**src/design/tekd_pkg.sv**
```systemverilog
// ----------------------------------------------------------------------------
// tekd_pkg
// Shared types, character codes and lookup functions for the terminal
// escape key decoder.
// ----------------------------------------------------------------------------
package tekd_pkg;

   // Character codes used by the escape grammar
   localparam logic [7:0] CH_ESC     = 8'h1B;
   localparam logic [7:0] CH_BRACKET = 8'h5B;
   localparam logic [7:0] CH_SS3     = 8'h4F;
   localparam logic [7:0] CH_TILDE   = 8'h7E;
   localparam logic [7:0] CH_ZERO    = 8'h30;
   localparam logic [7:0] CH_NINE    = 8'h39;
   localparam logic [7:0] CH_A       = 8'h41;
   localparam logic [7:0] CH_B       = 8'h42;
   localparam logic [7:0] CH_C       = 8'h43;
   localparam logic [7:0] CH_D       = 8'h44;
   localparam logic [7:0] CH_F       = 8'h46;
   localparam logic [7:0] CH_H       = 8'h48;
   localparam logic [7:0] CH_1       = 8'h31;
   localparam logic [7:0] CH_3       = 8'h33;
   localparam logic [7:0] CH_4       = 8'h34;
   localparam logic [7:0] CH_5       = 8'h35;
   localparam logic [7:0] CH_6       = 8'h36;
   localparam logic [7:0] CH_7       = 8'h37;
   localparam logic [7:0] CH_8       = 8'h38;

   // Input beat operation
   typedef enum logic {
      OP_BYTE    = 1'b0,
      OP_TIMEOUT = 1'b1
   } op_type;

   // Decoder phase
   typedef enum logic [1:0] {
      PH_IDLE  = 2'd0,
      PH_ESC   = 2'd1,
      PH_FIRST = 2'd2,
      PH_DIGIT = 2'd3
   } phase_type;

   // Key kinds on the result channel
   typedef enum logic [3:0] {
      K_PLAIN  = 4'd0,
      K_LEFT   = 4'd1,
      K_RIGHT  = 4'd2,
      K_UP     = 4'd3,
      K_DOWN   = 4'd4,
      K_DELETE = 4'd5,
      K_HOME   = 4'd6,
      K_END    = 4'd7,
      K_PGUP   = 4'd8,
      K_PGDN   = 4'd9
   } key_kind_type;

   // Decoder result handed to the output register
   typedef struct packed {
      logic         emit;
      key_kind_type kind;
      logic [7:0]   key_byte;
   } result_type;

   // Final letter of ESC [ x
   function automatic key_kind_type bracket_letter(input logic [7:0] b);
      key_kind_type k;
      case (b)
         CH_A:    k = K_UP;
         CH_B:    k = K_DOWN;
         CH_C:    k = K_RIGHT;
         CH_D:    k = K_LEFT;
         CH_H:    k = K_HOME;
         CH_F:    k = K_END;
         default: k = K_PLAIN;
      endcase
      return k;
   endfunction

   // Digit of ESC [ d ~
   function automatic key_kind_type tilde_digit(input logic [7:0] d);
      key_kind_type k;
      case (d)
         CH_1, CH_7: k = K_HOME;
         CH_3:       k = K_DELETE;
         CH_4, CH_8: k = K_END;
         CH_5:       k = K_PGUP;
         CH_6:       k = K_PGDN;
         default:    k = K_PLAIN;
      endcase
      return k;
   endfunction

   // A named key, or a plain ESC when nothing matched
   function automatic result_type key_or_esc(input key_kind_type k);
      result_type r;
      r.emit = 1'b1;
      r.kind = k;
      r.key_byte = (k == K_PLAIN) ? CH_ESC : 8'h00;
      return r;
   endfunction

endpackage

```
**src/design/terminal_escape_key_decoder_unit.sv**
```systemverilog
// ----------------------------------------------------------------------------
// terminal_escape_key_decoder_unit
// Turns a keyboard byte stream with timeout ticks into key events.
//
//  channel | ports                                   | direction
//  --------+-----------------------------------------+----------
//  request | req_valid req_stall req_operation       | in
//          | req_byte_value                          |
//  result  | rsp_valid rsp_stall rsp_key_kind        | out
//          | rsp_key_byte                            |
//
// A beat is taken every cycle while req_stall is low; a beat that yields a key
// passes the input register, then the result register, before it shows on the result ports.
// The decode is one pass of logic between the two registers, set by the
// three-register sequence state.
// Synchronous reset returns to idle and empties both registers.
// A stalled result holds; the input register still advances when the
// result register is empty, or when the held beat yields no key and so loads nothing.
// ----------------------------------------------------------------------------
module terminal_escape_key_decoder_unit (
   input  logic       clock,
   input  logic       reset,
   input  logic       req_valid,
   output logic       req_stall,
   input  logic       req_operation,
   input  logic [7:0] req_byte_value,
   output logic       rsp_valid,
   input  logic       rsp_stall,
   output logic [3:0] rsp_key_kind,
   output logic [7:0] rsp_key_byte
);

   logic                 in_valid_ff;
   tekd_pkg::op_type     in_op_ff;
   logic [7:0]           in_byte_ff;
   logic                 out_valid_ff, out_valid_in;
   tekd_pkg::key_kind_type out_kind_ff;
   logic [7:0]           out_byte_ff;
   tekd_pkg::result_type result;
   logic                 out_free;
   logic                 advance;

   // Consume the held beat when the result register can take its key, or when it yields none
   assign out_free  = !out_valid_ff || !rsp_stall;
   assign advance   = in_valid_ff && (out_free || !result.emit);
   assign req_stall = in_valid_ff && !advance;

   // Input register
   always_ff @(posedge clock) begin
      if (reset) begin
         in_valid_ff <= 1'b0;
      end else if (!req_stall) begin
         in_valid_ff <= req_valid;
      end
   end

   always_ff @(posedge clock) begin
      if (!req_stall && req_valid) begin
         in_op_ff   <= tekd_pkg::op_type'(req_operation);
         in_byte_ff <= req_byte_value;
      end
   end

   tekd_decode u_decode (
      .clock      (clock),
      .reset      (reset),
      .advance    (advance),
      .operation  (in_op_ff),
      .byte_value (in_byte_ff),
      .result     (result)
   );

   // Result register: load a new key, drop the one taken, else hold
   always_comb begin
      out_valid_in = out_valid_ff;
      if (out_free) begin
         out_valid_in = advance && result.emit;
      end
   end

   always_ff @(posedge clock) begin
      if (reset) begin
         out_valid_ff <= 1'b0;
      end else begin
         out_valid_ff <= out_valid_in;
      end
   end

   always_ff @(posedge clock) begin
      if (out_free && advance && result.emit) begin
         out_kind_ff <= result.kind;
         out_byte_ff <= result.key_byte;
      end
   end

   assign rsp_valid    = out_valid_ff;
   assign rsp_key_kind = out_kind_ff;
   assign rsp_key_byte = out_byte_ff;

endmodule

```
**src/design/tekd_decode.sv**
```systemverilog
// ----------------------------------------------------------------------------
// tekd_decode
// Sequence state and single-pass decode of one registered input beat.
// ----------------------------------------------------------------------------
module tekd_decode (
   input  logic                 clock,
   input  logic                 reset,
   input  logic                 advance,
   input  tekd_pkg::op_type     operation,
   input  logic [7:0]           byte_value,
   output tekd_pkg::result_type result
);

   tekd_pkg::phase_type phase_ff, phase_in;
   logic [7:0]          first_ff, first_in;
   logic [7:0]          digit_ff, digit_in;

   // Hold sequence state; advance only when the beat is consumed
   always_ff @(posedge clock) begin
      if (reset) begin
         phase_ff <= tekd_pkg::PH_IDLE;
         first_ff <= 8'h00;
         digit_ff <= 8'h00;
      end else if (advance) begin
         phase_ff <= phase_in;
         first_ff <= first_in;
         digit_ff <= digit_in;
      end
   end

   // Decode the beat against the current phase
   always_comb begin
      phase_in        = phase_ff;
      first_in        = first_ff;
      digit_in        = digit_ff;
      result.emit     = 1'b0;
      result.kind     = tekd_pkg::K_PLAIN;
      result.key_byte = 8'h00;

      if (operation == tekd_pkg::OP_TIMEOUT) begin
         // Timeout inside a sequence: give up with a plain ESC
         if (phase_ff != tekd_pkg::PH_IDLE) begin
            result   = tekd_pkg::key_or_esc(tekd_pkg::K_PLAIN);
            phase_in = tekd_pkg::PH_IDLE;
         end
      end else begin
         case (phase_ff)
            tekd_pkg::PH_IDLE: begin
               if (byte_value == tekd_pkg::CH_ESC) begin
                  phase_in = tekd_pkg::PH_ESC;
               end else begin
                  result.emit     = 1'b1;
                  result.key_byte = byte_value;
               end
            end
            tekd_pkg::PH_ESC: begin
               first_in = byte_value;
               phase_in = tekd_pkg::PH_FIRST;
            end
            tekd_pkg::PH_FIRST: begin
               phase_in = tekd_pkg::PH_IDLE;
               if (first_ff == tekd_pkg::CH_BRACKET) begin
                  if (byte_value inside {[tekd_pkg::CH_ZERO:tekd_pkg::CH_NINE]}) begin
                     digit_in = byte_value;
                     phase_in = tekd_pkg::PH_DIGIT;
                  end else begin
                     result = tekd_pkg::key_or_esc(tekd_pkg::bracket_letter(byte_value));
                  end
               end else if (first_ff == tekd_pkg::CH_SS3 &&
                            byte_value == tekd_pkg::CH_H) begin
                  result = tekd_pkg::key_or_esc(tekd_pkg::K_HOME);
               end else if (first_ff == tekd_pkg::CH_SS3 &&
                            byte_value == tekd_pkg::CH_F) begin
                  result = tekd_pkg::key_or_esc(tekd_pkg::K_END);
               end else begin
                  result = tekd_pkg::key_or_esc(tekd_pkg::K_PLAIN);
               end
            end
            tekd_pkg::PH_DIGIT: begin
               phase_in = tekd_pkg::PH_IDLE;
               if (byte_value == tekd_pkg::CH_TILDE) begin
                  result = tekd_pkg::key_or_esc(tekd_pkg::tilde_digit(digit_ff));
               end else begin
                  result = tekd_pkg::key_or_esc(tekd_pkg::K_PLAIN);
               end
            end
            default: begin
               phase_in = tekd_pkg::PH_IDLE;
            end
         endcase
      end
   end

endmodule

```
**config.mk**
```make
export PLATFORM = sky130hd
export DESIGN_NAME = terminal_escape_key_decoder_unit
export DESIGN_NICKNAME = d
export VERILOG_FILES = /design/src/design/tekd_pkg.sv /design/src/design/terminal_escape_key_decoder_unit.sv /design/src/design/tekd_decode.sv
export SDC_FILE = /design/constraint.sdc
export NUM_CORES = 1
export LEC_CHECK = 0
export BUFFER_PORTS_ARGS = -buffer_cell sky130_fd_sc_hd__buf_2
export CORE_AREA = 2 2 81 83
export DETAILED_ROUTE_END_ITERATION = 6
export DIE_AREA = 0 0 83 85
export PLACE_DENSITY_LB_ADDON = 0.1
export SYNTH_ARGS = -nofsm -noshare
export SYNTH_HDL_FRONTEND = slang
export SYNTH_HIERARCHICAL = 1
export SYNTH_SLANG_ARGS = --single-unit
```
**constraint.sdc**
```tcl
create_clock -name clock -period 4.15 [get_ports clock]
set_clock_uncertainty 0.1 [all_clocks]
set_input_delay 0.415 -clock clock [delete_from_list [all_inputs] [get_ports clock]]
set_output_delay 0.415 -clock clock [all_outputs]
set_load 0.05 [all_outputs]
```
==> flow_metrics.tcl <==
set metrics [dict create \
    status "completed" \
    max_stage_delay_ns 0.58 \
    syn_nets 216 \
    start_util 0.335 \
    ys_seq_elements 41 \
    worstSetupEndpointType "register" \
    io_pins 27 \
    wirelength_um 4700 \
    worstHoldPathCells 1 \
    wl_per_cell_um 15.5 \
    postRouteAntennaNets 0 \
    nFillCells 638 \
    slew_headroom 0.575 \
    layout_min_cycle_time_ns 3.26 \
    synth_compound_area_frac 0.158 \
    cap_violations 0 \
    synth_top_family_by_area "simple AND/OR/NAND/NOR gates" \
    p_leak_nw 0.866 \
    setup_viol 0 \
    p_per_area_nw_per_um2 329 \
    mostFrequentLayoutCells "26 x buf_2, 25 x nand2_1, 21 x edfxtp_1" \
    synth_cell_types 55 \
    slowest_stage "edfxtp_1" \
    grt_pass1_wl_um 7950 \
    synth_edf_count 21 \
    fin_crit_sh 0.787 \
    hold_viol_final 0 \
    clock-root-buffer "clkbuf_8" \
    synth_ff_type "edfxtp_1" \
    setup-tns-final_ns 0 \
    layout_commonest_cell "buf_2" \
    required_ns 4.25 \
    cts_buffers 5 \
    ys_seq_area_frac 0.495 \
    grt_pass1_vias 1565 \
    finalMaxSlewViolations 0 \
    drtIter0Drc 91 \
    dp.cells 296 \
    fmax_mhz 306 \
    cts_tree "done" \
    synth.mux.area_fraction 0.0241 \
    port-buffer-count 26 \
    grt_usage 0.144 \
    cp_cell_sequence "or2_1, a21oi_1, nand3_1, a21o_1, a31oi_1, nor4bb_1, buf_4, nor2_1, a311oi_1" \
    die_w_um 83 \
    tightest_slew_ns 0.632 \
    multiInputGateArea_um2 963 \
    core_area_um2 6200 \
    cts-resized-gates 0 \
    synth-simple-area-share 0.268 \
    syn2layout_area_growth_pct 13.2 \
    cts_buffer_depth 2 \
    syn_avg_cell_area_um2 10.2 \
    cp_num_buf_inv 1 \
    drt_pass1_iterations 4 \
    diodes 0 \
    grt_antenna_before_repair 0 \
    holdCritPathClass "in2reg" \
    die_area_um2 7060 \
    die_h_um 85 \
    post_synth_fa_ha_maj_area_fraction 0 \
    synth-xor-area-share 0.0126 \
    syn_inst 203 \
    worstPathArrival_ns 3.37 \
    critPathKind "reg2reg" \
    synth_area_um2 2080 \
    crit_family "compound AO/OA/AOI/OAI gates" \
    grt_max_degree 25 \
    r2r_cells 9 \
    synth_warnings 6 \
    startpoint_type "register" \
    clk_latency_ns 0.30 \
    rsz0062_at_grt "false" \
    num_vias 1613 \
    layout.nets 239 \
    place_hpwl_um 3380 \
    final_util 0.380 \
    cts_setup_buffers 0 \
    drc 0 \
    cp_max_fo 11 \
    synthArstFlopShare 0 \
    final-seq-area_um2 1030 \
    fin_cells 304 \
    drive_gt1_frac 0.211 \
    clkSinkCount 41 \
    rows 29 \
    ir_worst_vdd_uv 185 \
    detail_route.vias_per_cell 5.31 \
    gp_congestion 0.787 \
    hold_buffers 0 \
    clk_pin_slew_ns 0.08 \
    crit_cells 9 \
    grt_overflow 0 \
    htreeDepth 2 \
]
final timing paths:
check | slack (ns) | from | to
setup / recovery | 0.89 | in_byte_ff[1] | u_decode/phase_ff[1]
hold / removal | 0.19 | req_byte_value[5] | in_byte_ff[5]
setup reg to reg | 0.89 | in_byte_ff[1] | u_decode/phase_ff[1]
hold reg to reg | 0.35 | u_decode/first_ff[5] | u_decode/first_ff[5]
layer usage:
layer  track usage  share of wire
met2         0.238           0.49
met3        0.0399          0.052
met4        0.0447          0.013
met5             0              0
met1         0.183           0.45
registers in the layout, indices dropped and copies added (netlist names):
register,count
rsp_key_byte,8
u_decode/digit_ff,8
in_op_ff,1
u_decode/phase_ff,2
in_valid_ff,1
rsp_key_kind,4
in_byte_ff,8
rsp_valid,1
u_decode/first_ff,8
metrics by stage:
step	cell area (um^2)	setup slack (ns)	total power, mW	hold slack [ns]
floorplan	2080	1.46	0.493	0.331
finish	2360	0.886	0.775	0.188
CTS	2360	0.944	0.787	0.179
global route	2360	0.593	0.818	0.166
detailed placement	2260	1.05	0.513	0.344
global placement	2260	1.07	0.513	0.349
synthesized netlist by cell type, drive strengths merged, types with 4 or more instances:
cell type | n | area, um^2
inv | 7 | 26.3
nor2 | 6 | 22.5
o32ai | 4 | 35.0
a221oi | 4 | 35.0
edfxtp | 21 | 631
nand2 | 25 | 93.8
clkbuf | 5 | 18.8
and2 | 6 | 37.5
buf | 7 | 41.3
a22oi | 4 | 30.0
dfxtp | 20 | 400
a21oi | 18 | 90.1
nand2b | 14 | 95.1
mux2i | 5 | 50.1
power by group:
group          switching, mW  internal (mW)
sequential            0.0151          0.436
combinational         0.0335         0.0188
clock                  0.137          0.135
final cells by class:
class,count,area share
flip-flops and latches,41,0.438
multi-input cells,143,0.409
repair buffers,28,0.0616
well taps,77,0.0409
clock buffers,7,0.0366
inverters,7,0.0112
clock inverters,1,0.00319
cell families after synthesis:
group | Yosys count
simple gates | 88
xor+xnor | 3
flops | 41
compound gates | 47
buf+inv | 19
mux | 5
Power figures use the tool's default switching activity.
